$ cat src/hw/rtl/adsrg_pkg.sv
// ----------------------------------------------------------------------------
// adsrg_pkg - shared types and constants of the ADSR envelope gain block
// Phase codes, register indexes, widths and the beat structs that travel
// between the time cells, the operand stages and the divider cells.
// ----------------------------------------------------------------------------
package adsrg_pkg;

   localparam int TIME_BITS  = 24;
   localparam int HOLD_W     = 31;
   localparam int GAIN_W     = 16;
   localparam int NUM_W      = TIME_BITS + GAIN_W;
   localparam int CSR_DATA_W = (TIME_BITS > GAIN_W) ? TIME_BITS : GAIN_W;
   localparam int DIV_STEPS  = GAIN_W;
   localparam int STEP_W     = 4;
   localparam int NUM_TCELLS = 4;

   localparam logic [GAIN_W-1:0] ONE_Q15 = 16'h8000;

   typedef enum logic [2:0] {
      PH_BEFORE  = 3'd0,
      PH_ATTACK  = 3'd1,
      PH_DECAY   = 3'd2,
      PH_SUSTAIN = 3'd3,
      PH_RELEASE = 3'd4,
      PH_DONE    = 3'd5
   } phase_type;

   typedef enum logic [1:0] {
      CSR_ATTACK  = 2'd0,
      CSR_DECAY   = 2'd1,
      CSR_SUSTAIN = 2'd2,
      CSR_RELEASE = 2'd3
   } csr_index_type;

   typedef struct packed {
      logic              valid;
      logic              decided;
      phase_type         phase;
      logic [HOLD_W-1:0] t;
      logic [HOLD_W-1:0] hold;
   } time_beat_type;

   typedef struct packed {
      logic                 valid;
      phase_type            phase;
      logic [NUM_W-1:0]     rem;
      logic [GAIN_W-1:0]    quo;
      logic [TIME_BITS-1:0] dvs;
   } div_beat_type;

endpackage

$ cat src/hw/rtl/adsr_envelope_gain.sv
// ----------------------------------------------------------------------------
// adsr_envelope_gain - linear ADSR envelope gain
// Gain in Q1.15 and phase code for a time since note start, built from a row
// of phase cells, an operand and a multiply stage and a row of divider cells.
// ----------------------------------------------------------------------------
//  channel  direction  handshake            payload
//  req      in         req_valid/req_ready  elapsed, note_length
//  rsp      out        rsp_valid/rsp_ready  gain, phase
//  csr      in         csr_valid/csr_ready  index, data (always ready)
//
//  one beat per cycle unless stalled; stages: 4 phase cells, operand select,
//  multiply, 16 divider cells (one quotient bit each) and the output register
//  the whole pipeline holds while a result waits in the output register
//  reset clears the valid bits and sets the configuration registers to their reset values
// ----------------------------------------------------------------------------
module adsr_envelope_gain (
   input  logic                              clock,
   input  logic                              reset,
   input  logic                              req_valid,
   output logic                              req_ready,
   input  logic [31:0]                       req_elapsed,
   input  logic [adsrg_pkg::HOLD_W-1:0]      req_note_length,
   output logic                              rsp_valid,
   input  logic                              rsp_ready,
   output logic [adsrg_pkg::GAIN_W-1:0]      rsp_gain,
   output logic [2:0]                        rsp_phase,
   input  logic                              csr_valid,
   output logic                              csr_ready,
   input  logic [1:0]                        csr_index,
   input  logic [adsrg_pkg::CSR_DATA_W-1:0]  csr_data
);
   import adsrg_pkg::*;

   logic [TIME_BITS-1:0] attack_ff;
   logic [TIME_BITS-1:0] decay_ff;
   logic [GAIN_W-1:0]    sustain_ff;
   logic [TIME_BITS-1:0] release_ff;
   logic [GAIN_W-1:0]    s_clamp;

   logic                 advance;

   time_beat_type        tc_beat [0:NUM_TCELLS];
   logic [HOLD_W-1:0]    cell_len [0:NUM_TCELLS-1];
   phase_type            cell_code [0:NUM_TCELLS-1];

   logic                 op_valid_ff;
   phase_type            op_phase_ff;
   logic [GAIN_W-1:0]    op_a_ff;
   logic [TIME_BITS-1:0] op_b_ff;
   logic [TIME_BITS-1:0] op_d_ff;
   phase_type            op_phase_in;
   logic [GAIN_W-1:0]    op_a_in;
   logic [TIME_BITS-1:0] op_b_in;
   logic [TIME_BITS-1:0] op_d_in;
   logic [TIME_BITS-1:0] t_short;

   div_beat_type         dc_beat [0:DIV_STEPS];
   div_beat_type         mul_ff;
   div_beat_type         mul_in;

   logic                 rsp_valid_ff;
   logic [GAIN_W-1:0]    gain_ff;
   logic [GAIN_W-1:0]    gain_in;
   phase_type            phase_ff;

   // configuration registers
   assign csr_ready = 1'b1;

   always_ff @(posedge clock) begin
      if (reset) begin
         attack_ff  <= '0;
         decay_ff   <= '0;
         sustain_ff <= ONE_Q15;
         release_ff <= '0;
      end else if (csr_valid) begin
         case (csr_index)
            CSR_ATTACK:  attack_ff  <= csr_data[TIME_BITS-1:0];
            CSR_DECAY:   decay_ff   <= csr_data[TIME_BITS-1:0];
            CSR_SUSTAIN: sustain_ff <= csr_data[GAIN_W-1:0];
            CSR_RELEASE: release_ff <= csr_data[TIME_BITS-1:0];
            default: ;
         endcase
      end
   end

   assign s_clamp = (sustain_ff > ONE_Q15) ? ONE_Q15 : sustain_ff;

   // one global stall: everything moves unless a result is held
   assign advance   = !rsp_valid_ff || rsp_ready;
   assign req_ready = advance;

   // phase cells
   always_comb begin
      tc_beat[0].valid   = req_valid;
      tc_beat[0].decided = req_elapsed[31];
      tc_beat[0].phase   = PH_BEFORE;
      tc_beat[0].t       = req_elapsed[HOLD_W-1:0];
      tc_beat[0].hold    = req_note_length;
   end

   assign cell_len[0]  = HOLD_W'(attack_ff);
   assign cell_len[1]  = HOLD_W'(decay_ff);
   assign cell_len[2]  = tc_beat[2].hold;
   assign cell_len[3]  = HOLD_W'(release_ff);
   assign cell_code[0] = PH_ATTACK;
   assign cell_code[1] = PH_DECAY;
   assign cell_code[2] = PH_SUSTAIN;
   assign cell_code[3] = PH_RELEASE;

   genvar gi;
   generate
      for (gi = 0; gi < NUM_TCELLS; gi++) begin : g_tcell
         adsrg_time_cell u_tcell (
            .clock   (clock),
            .reset   (reset),
            .advance (advance),
            .len     (cell_len[gi]),
            .code    (cell_code[gi]),
            .beat_i  (tc_beat[gi]),
            .beat_o  (tc_beat[gi+1])
         );
      end
   endgenerate

   // operand select; t is below the phase length here, so it fits TIME_BITS
   assign t_short = tc_beat[NUM_TCELLS].t[TIME_BITS-1:0];

   always_comb begin
      op_phase_in = tc_beat[NUM_TCELLS].decided ? tc_beat[NUM_TCELLS].phase : PH_DONE;
      op_a_in     = '0;
      op_b_in     = '0;
      op_d_in     = '0;
      case (op_phase_in)
         PH_ATTACK: begin
            op_a_in = ONE_Q15;
            op_b_in = t_short;
            op_d_in = attack_ff;
         end
         PH_DECAY: begin
            op_a_in = ONE_Q15 - s_clamp;
            op_b_in = t_short;
            op_d_in = decay_ff;
         end
         PH_RELEASE: begin
            op_a_in = s_clamp;
            op_b_in = release_ff - t_short;
            op_d_in = release_ff;
         end
         default: ;
      endcase
   end

   always_ff @(posedge clock) begin
      if (reset) begin
         op_valid_ff <= 1'b0;
      end else if (advance) begin
         op_valid_ff <= tc_beat[NUM_TCELLS].valid;
         op_phase_ff <= op_phase_in;
         op_a_ff     <= op_a_in;
         op_b_ff     <= op_b_in;
         op_d_ff     <= op_d_in;
      end
   end

   // multiply into the dividend
   always_comb begin
      mul_in.valid = op_valid_ff;
      mul_in.phase = op_phase_ff;
      mul_in.rem   = NUM_W'(op_a_ff) * NUM_W'(op_b_ff);
      mul_in.quo   = '0;
      mul_in.dvs   = op_d_ff;
   end

   always_ff @(posedge clock) begin
      if (reset) begin
         mul_ff.valid <= 1'b0;
      end else if (advance) begin
         mul_ff <= mul_in;
      end
   end

   // divider cells, msb of the quotient first
   assign dc_beat[0] = mul_ff;

   generate
      for (gi = 0; gi < DIV_STEPS; gi++) begin : g_dcell
         adsrg_div_cell u_dcell (
            .clock   (clock),
            .reset   (reset),
            .advance (advance),
            .step    (STEP_W'(DIV_STEPS - 1 - gi)),
            .beat_i  (dc_beat[gi]),
            .beat_o  (dc_beat[gi+1])
         );
      end
   endgenerate

   // gain from the quotient
   always_comb begin
      case (dc_beat[DIV_STEPS].phase)
         PH_ATTACK:  gain_in = dc_beat[DIV_STEPS].quo;
         PH_DECAY:   gain_in = ONE_Q15 - dc_beat[DIV_STEPS].quo;
         PH_SUSTAIN: gain_in = s_clamp;
         PH_RELEASE: gain_in = dc_beat[DIV_STEPS].quo;
         default:    gain_in = '0;
      endcase
   end

   always_ff @(posedge clock) begin
      if (reset) begin
         rsp_valid_ff <= 1'b0;
      end else if (advance) begin
         rsp_valid_ff <= dc_beat[DIV_STEPS].valid;
         gain_ff      <= gain_in;
         phase_ff     <= dc_beat[DIV_STEPS].phase;
      end
   end

   assign rsp_valid = rsp_valid_ff;
   assign rsp_gain  = gain_ff;
   assign rsp_phase = phase_ff;

   // checks
   a_gain_max : assert property (@(posedge clock) disable iff (reset)
      rsp_valid |-> rsp_gain <= ONE_Q15)
      else $error("gain above one");

   a_gain_zero : assert property (@(posedge clock) disable iff (reset)
      rsp_valid && (rsp_phase == PH_BEFORE || rsp_phase == PH_DONE) |-> rsp_gain == '0)
      else $error("nonzero gain outside the envelope");

   a_sustain : assert property (@(posedge clock) disable iff (reset)
      rsp_valid && rsp_phase == PH_SUSTAIN |-> rsp_gain == s_clamp)
      else $error("sustain gain differs from sustain level");

   // equal only when the sustain level is one
   a_decay : assert property (@(posedge clock) disable iff (reset)
      rsp_valid && rsp_phase == PH_DECAY |-> rsp_gain >= s_clamp)
      else $error("decay gain below sustain level");

endmodule

$ cat src/hw/rtl/adsrg_time_cell.sv
// ----------------------------------------------------------------------------
// adsrg_time_cell - one phase of the envelope timeline
// Decides whether the time falls inside this phase; if not, the phase length
// is taken off the time and the beat moves on to the next cell.
// ----------------------------------------------------------------------------
module adsrg_time_cell (
   input  logic                          clock,
   input  logic                          reset,
   input  logic                          advance,
   input  logic [adsrg_pkg::HOLD_W-1:0]  len,
   input  adsrg_pkg::phase_type          code,
   input  adsrg_pkg::time_beat_type      beat_i,
   output adsrg_pkg::time_beat_type      beat_o
);
   import adsrg_pkg::*;

   time_beat_type beat_ff;
   time_beat_type beat_in;

   always_comb begin
      beat_in = beat_i;
      if (!beat_i.decided) begin
         // a zero length never matches, so that phase is skipped
         if (beat_i.t < len) begin
            beat_in.decided = 1'b1;
            beat_in.phase   = code;
         end else begin
            beat_in.t = beat_i.t - len;
         end
      end
   end

   always_ff @(posedge clock) begin
      if (reset) begin
         beat_ff.valid <= 1'b0;
      end else if (advance) begin
         beat_ff <= beat_in;
      end
   end

   assign beat_o = beat_ff;

endmodule

$ cat src/hw/rtl/adsrg_div_cell.sv
// ----------------------------------------------------------------------------
// adsrg_div_cell - one restoring division step
// Tries the divisor shifted by this cell's step against the remainder and
// sets that quotient bit when it fits.
// ----------------------------------------------------------------------------
module adsrg_div_cell (
   input  logic                          clock,
   input  logic                          reset,
   input  logic                          advance,
   input  logic [adsrg_pkg::STEP_W-1:0]  step,
   input  adsrg_pkg::div_beat_type       beat_i,
   output adsrg_pkg::div_beat_type       beat_o
);
   import adsrg_pkg::*;

   div_beat_type     beat_ff;
   div_beat_type     beat_in;
   logic [NUM_W-1:0] trial;

   always_comb begin
      beat_in = beat_i;
      trial   = NUM_W'(beat_i.dvs) << step;
      if (beat_i.rem >= trial) begin
         beat_in.rem       = beat_i.rem - trial;
         beat_in.quo[step] = 1'b1;
      end
   end

   always_ff @(posedge clock) begin
      if (reset) begin
         beat_ff.valid <= 1'b0;
      end else if (advance) begin
         beat_ff <= beat_in;
      end
   end

   assign beat_o = beat_ff;

endmodule

$ cat config.mk
export PLATFORM = sky130hd
export DESIGN_NAME = adsr_envelope_gain
export DESIGN_NICKNAME = d
export VERILOG_FILES = /design/src/hw/rtl/adsrg_pkg.sv /design/src/hw/rtl/adsr_envelope_gain.sv /design/src/hw/rtl/adsrg_time_cell.sv /design/src/hw/rtl/adsrg_div_cell.sv
export SDC_FILE = /design/constraint.sdc
export NUM_CORES = 2
export LEC_CHECK = 0
export BUFFER_PORTS_ARGS = -buffer_cell sky130_fd_sc_hd__buf_2
export CELL_PAD_IN_SITES_DETAIL_PLACEMENT = 1
export CELL_PAD_IN_SITES_GLOBAL_PLACEMENT = 1
export CORE_ASPECT_RATIO = 0.6
export CORE_UTILIZATION = 52
export DETAILED_ROUTE_END_ITERATION = 10
export PLACE_DENSITY = 0.82
export SYNTH_ARGS = -nofsm -noshare
export SYNTH_HDL_FRONTEND = slang
export SYNTH_SLANG_ARGS = --single-unit
$ cat constraint.sdc
create_clock -name clock -period 93.8 [get_ports clock]
set_input_delay 18.76 -clock clock [delete_from_list [all_inputs] [get_ports clock]]
set_output_delay 18.76 -clock clock [all_outputs]
set_load 0.01 [all_outputs]
# Word level (Yosys, flattened, before mapping)
# Cells that the tools add are included.
[totals]
latch_bits = 0
n_memories = 0
input_bits = 94
register_bits = 1723
rom_bits = 0
ramBits = 0
[classes]
muxes = 33
eq_ne = 10
n_reduce_logical = 10
multipliers = 1
bitwise_logic = 1
n_shift = 0
n_div = 0
magnitude_cmp = 21
addsub = 22
[op_table]
columns = ["op", "count"]
rows = [
  ["56-bit two-way mux", 15],
  ["31-bit two-way mux", 5],
  ["34-bit two-way mux", 3],
  ["16-bit case mux with 3 select lines", 2],
  ["31-bit by 24-bit < comparator with 1-bit output", 3],
  ["31-bit by 24-bit subtractor with 31-bit output", 3],
  ["24-bit case mux with 3 select lines", 1],
  ["24-bit case mux with 2 select lines", 1],
  ["40-bit by 24-bit >= comparator with 1-bit output", 1],
  ["40-bit by 25-bit >= comparator with 1-bit output", 1],
  ["40-bit by 26-bit >= comparator with 1-bit output", 1],
  ["40-bit by 27-bit >= comparator with 1-bit output", 1],
  ["40-bit by 28-bit >= comparator with 1-bit output", 1],
  ["40-bit by 29-bit >= comparator with 1-bit output", 1],
  ["40-bit by 30-bit >= comparator with 1-bit output", 1],
  ["40-bit by 31-bit >= comparator with 1-bit output", 1],
  ["40-bit by 32-bit >= comparator with 1-bit output", 1],
  ["40-bit by 33-bit >= comparator with 1-bit output", 1],
  ["40-bit by 34-bit >= comparator with 1-bit output", 1],
  ["40-bit by 35-bit >= comparator with 1-bit output", 1],
  ["40-bit by 36-bit >= comparator with 1-bit output", 1],
  ["40-bit by 37-bit >= comparator with 1-bit output", 1],
  ["40-bit by 38-bit >= comparator with 1-bit output", 1],
  ["40-bit by 39-bit >= comparator with 1-bit output", 1],
  ["35 further kinds", 49],
]

# Depth between registers and ports, before layout
[depth]
word_depth = 4
mapped_depth = 26

# Cells and area by module
# A second synthesis with hierarchy kept.
[unflattened]
hier_cells = 15599
area_unflattened_um2 = 146686.9
[modules_own_cells]
columns = ["mod", "cells_per_inst", "instances", "area_per_inst_um2"]
rows = [
  ["adsrg_div_cell at g_dcell[13].u_dcell ...", 726, 10, 6698.9],
  ["adsr_envelope_gain", 2459, 1, 23189.7],
  ["adsrg_div_cell at g_dcell[0].u_dcell ...", 719, 3, 6675.2],
  ["adsrg_time_cell", 377, 4, 4040.1],
  ["adsrg_div_cell at g_dcell[7].u_dcell", 734, 1, 6907.9],
  ["adsrg_div_cell at g_dcell[12].u_dcell", 750, 1, 6799.0],
  ["adsrg_div_cell at g_dcell[8].u_dcell", 731, 1, 6615.1],
]

# Worst setup path before layout
# No wires, ideal clock.
[synth_path]
path_type = "input-to-reg"
from = "input port rsp_ready"
to = "register mul_ff, in the netlist dc_beat[1344] (enable)"
n_path_buf = 2
setup_time_ns = 3.397
slack_ns = 9.781
arrival_ns = 80.622
path_stages = 4
path_cell_list = "nor2b_1 > clkbuf_1 > clkbuf_1 > nor2_1"
[synth_via]
elab_chain_cells = 2
[synth_lines]
columns = ["item", "line", "rtl"]
rows = [
  ["start: declaration", "adsr_envelope_gain.sv:24", "input logic rsp_ready,"],
  ["1-bit logical OR", "adsr_envelope_gain.sv:89", "assign advance = !rsp_valid_ff || rsp_ready;"],
  ["2-bit AND reduction (no source line)", "--", ""],
  ["end signal: assignment", "adsr_envelope_gain.sv:178", "mul_ff <= mul_in;"],
  ["end: declaration", "adsr_envelope_gain.sv:58", "div_beat_type mul_ff;"],
]
# Every way passes these cells.
# A chain may end at the register's enable or synchronous reset.

# Worst setup path after layout
[layout_path]
from = "input port rsp_ready"
to = "output port req_ready"
[layout_via]
elab_chain_cells = 1
[layout_lines]
columns = ["item", "line", "rtl"]
rows = [
  ["1-bit logical OR", "adsr_envelope_gain.sv:89", ""],
  ["end: declaration", "adsr_envelope_gain.sv:20", "output logic req_ready,"],
]
# Every way passes these cells.

==> results.cfg <==
[synthesis]
yosysUniqueCellTypes = 94
yosys-top-cells-count = 1488 x edfxtp_1, 1049 x inv_1, 920 x nand2_1, 662 x a21oi_1, 624 x ha_1
synth_cells = 8852
avgSynthCellArea_um2 = 10.8
synthTopCellsByArea = edfxtp_1 47%, ha_1 8.1%, fa_1 6.8%, inv_1 4.1%, nand2_1 3.6%
yosys.area.top_type_share_pct = 46.6
yosys_warnings = 0
synth_top_cell_by_area = edfxtp_1
syn_area_mm2 = 0.0958
yosysMostFrequentCell = edfxtp_1
synth_edf_count = 1488
ys.flop_type = edfxtp_1
ys_seq_elements = 1599
syn-num-nets = 9896
seq_area_frac_synth_pct = 49.0
synthArstFlopShare_pct = 0

[finish]
nets = 9988
drive_gt1_share_pct = 6.29
fin_cells = 11500
area_growth_pct = 8.64
fill_cells = 19300

[power]
pwr-share-comb_pct = 42.3
p_total_w = 0.00304
p_per_area_mw_per_mm2 = 29.2
switching_share_pct = 38.1
p_int_w = 0.00188
power_frac_clock_pct = 21.3
p_sw_w = 0.00116
irDropWorstVdd_mv = 0.0176
leakage_nw = 42.4
seqPwrFrac_pct = 36.3

[setup_path]
worstReg2RegEnd = dc_beat[1421]
reg2reg_depth = 22
crit_path_start = rsp_ready
rr_startpoint = op_a_ff[7]
rrSetupSlack_ns = 85.17
worst_path_most_repeated_cell = buf_2
crit_chain = buf_2, nor2b_1, inv_1, buf_2
end_kind = output pin
crit_slowest_cell = inv_1
required_ns = 75.04
arrival_ns = 19.66
crit_path_start_kind = input port
worstPathMaxFanout = 23
critical_path.max_stage_delay_ns = 0.52
critPathKind = input port to output pin

[clock_network]
cts.sinks = 1599
postCtsHoldBufs = 0
h-tree-depth = 4
path_clk_slew_ns = 0.06
cts_tree = done
cts-root-buf = clkbuf_16
cts_resized = 0
clockBufferDepth = 4
insertion_delay_ns = 0.84
numCtsBuffers = 163
cts_setup_buffers = 0

[timing]
slew_headroom_pct = 7.07
tns_ns = 0
fmax_ghz = 0.0260
worst_pin_slew_ns = 1.39
clock-skew-final_ns = 0.0683
fin_crit_ns = 38.42
hold_viol = 0
fin_crit_sh_pct = 41.0
rsz0062_at_grt = no
slew_violations = 0
setup_viol = 0

[floorplanning]
die_height_um = 335
dieWidth_um = 556
core_area_mm2 = 0.182
rows = 121
start_util_pct = 52.6
dieArea_mm2 = 0.186
io_pins = 116

[routing]
dr_total_vias = 68600
vias_per_cell = 5.96
wirelength_mm = 270
ant_nets = 0
remaining_drc_errors = 0
first_pass_iters = 6
drt_iter0_drc = 5804
wire_per_inst_um = 23.4

[hold_path]
min_from = op_d_ff[9]
min_path_cells = 0
whs_endpoint = dc_beat[1353]
min_path_type = flop to flop

[outcome]
status = complete, no violations

[grt]
grt_pass1_wl_mm = 423
overflow = 0
grt_max_degree = 196
grt_pass1_vias = 73500
antenna_found_initial = 10
grtUsageTotal_pct = 28.9

[place]
dp.cells = 11200
port_buffers = 114
gp_congestion = 0.907
dp_hpwl_mm = 202

[job]
cap_violations = 0
## cells by family after synthesis
logic type / count (synthesis) / synth area share (%)
other cells: 1 / 0.00391
mux: 122 / 1.47
compound gates: 1947 / 12.7
xor+xnor: 546 / 4.99
flops: 1599 / 49.0
simple gates: 2400 / 11.9
buf+inv: 1287 / 5.08
fa+ha+maj: 950 / 15.0
## flip-flops by register name, summed over array words and instances (netlist names)
register                count
dc_beat                    68
release_ff                 24
rsp_gain                   16
op_valid_ff                 1
rsp_valid                   1
rsp_phase                   3
g_dcell.u_dcell.beat_o   1160
sustain_ff                 16
op_b_ff                    24
op_a_ff                    16
op_phase_ff                 3
g_tcell.u_tcell.beat_o    195
op_d_ff                    24
attack_ff                  24
decay_ff                   24
## metal layers
layer / global-route usage, % / vias to the layer above / share of wire [%]
met2: 47.3 / 2067 / 47
met4: 7.64 / 6 / 2.6
li1: - / 31400 / -
met3: 3.60 / 444 / 5.8
met5: 0 / - / 0.017
met1: 40.8 / 34800 / 45
## critical path, delay by kind of cell
kind | cells | cell delay [ns]
buffers and inverters | 3 | 0.86
and+or+nand+nor | 1 | 0.04
## layout make-up
class                   count  area, µm²  area share, %
flip-flops and latches   1599      46900           45.1
multi-input cells        5966      44100           42.4
clock buffers             201       4340           4.17
inverters                1052       3950           3.79
well taps                2460       3080           2.96
repair buffers            162        968          0.930
clock inverters            80        736          0.707
diodes                      1       2.50        0.00240
## power groups by stage
stage / logic (W) / registers [W] / clock network, W
after global routing: 0.00142 / 0.00112 / 0.000682
after CTS: 0.00127 / 0.00110 / 0.000658
after global placement: 0.00117 / 0.00111 / 0
after floorplan: 0.000933 / 0.00112 / 0
after detailed placement: 0.00125 / 0.00112 / 0
final: 0.00129 / 0.00110 / 0.000649
## layout by cell type, fill, tap and decap left out, types with 92 or more instances in the layout
cell / netlist / routed
nor2b_1: 101 / 100
o21ai_0: 436 / 436
nand2_1: 920 / 920
nor3_1: 147 / 147
edfxtp_1: 1488 / 1488
buf_2: 5 / 114
ha_1: 624 / 624
inv_1: 1049 / 1049
a21o_1: 271 / 271
a21oi_1: 662 / 662
nor2_1: 495 / 489
fa_1: 326 / 326
clkbuf_16: 0 / 167
and2_1: 178 / 178
nand2b_1: 96 / 96
mux2_2: 92 / 92
nand3_1: 98 / 98
dfxtp_1: 111 / 111
xnor2_1: 323 / 323
xor2_1: 223 / 223
## how the worst max path moves through the flow
stage / endpoint / slack, ns / cells after the start
floorplan: dc_beat[1344] / 9.78 / 4
CTS: req_ready / 55.39 / 4
detailed placement: req_ready / 55.40 / 4
global placement: req_ready / 55.43 / 4
finish: req_ready / 55.38 / 4
global route: req_ready / 55.29 / 4
## metrics by stage
step	cell area [µm²]	utilization (%)	hold slack [ns]	worst slack [ns]
after floorplan	95800	-	0.400	9.78
after global placement	99000	54.4	0.401	55.43
after detailed placement	99000	54.4	0.405	55.40
after CTS	104000	57.2	0.406	55.39
after global routing	104000	57.2	0.410	55.29
final	104000	57.2	0.403	55.38
(Power assumes the default switching activity.)
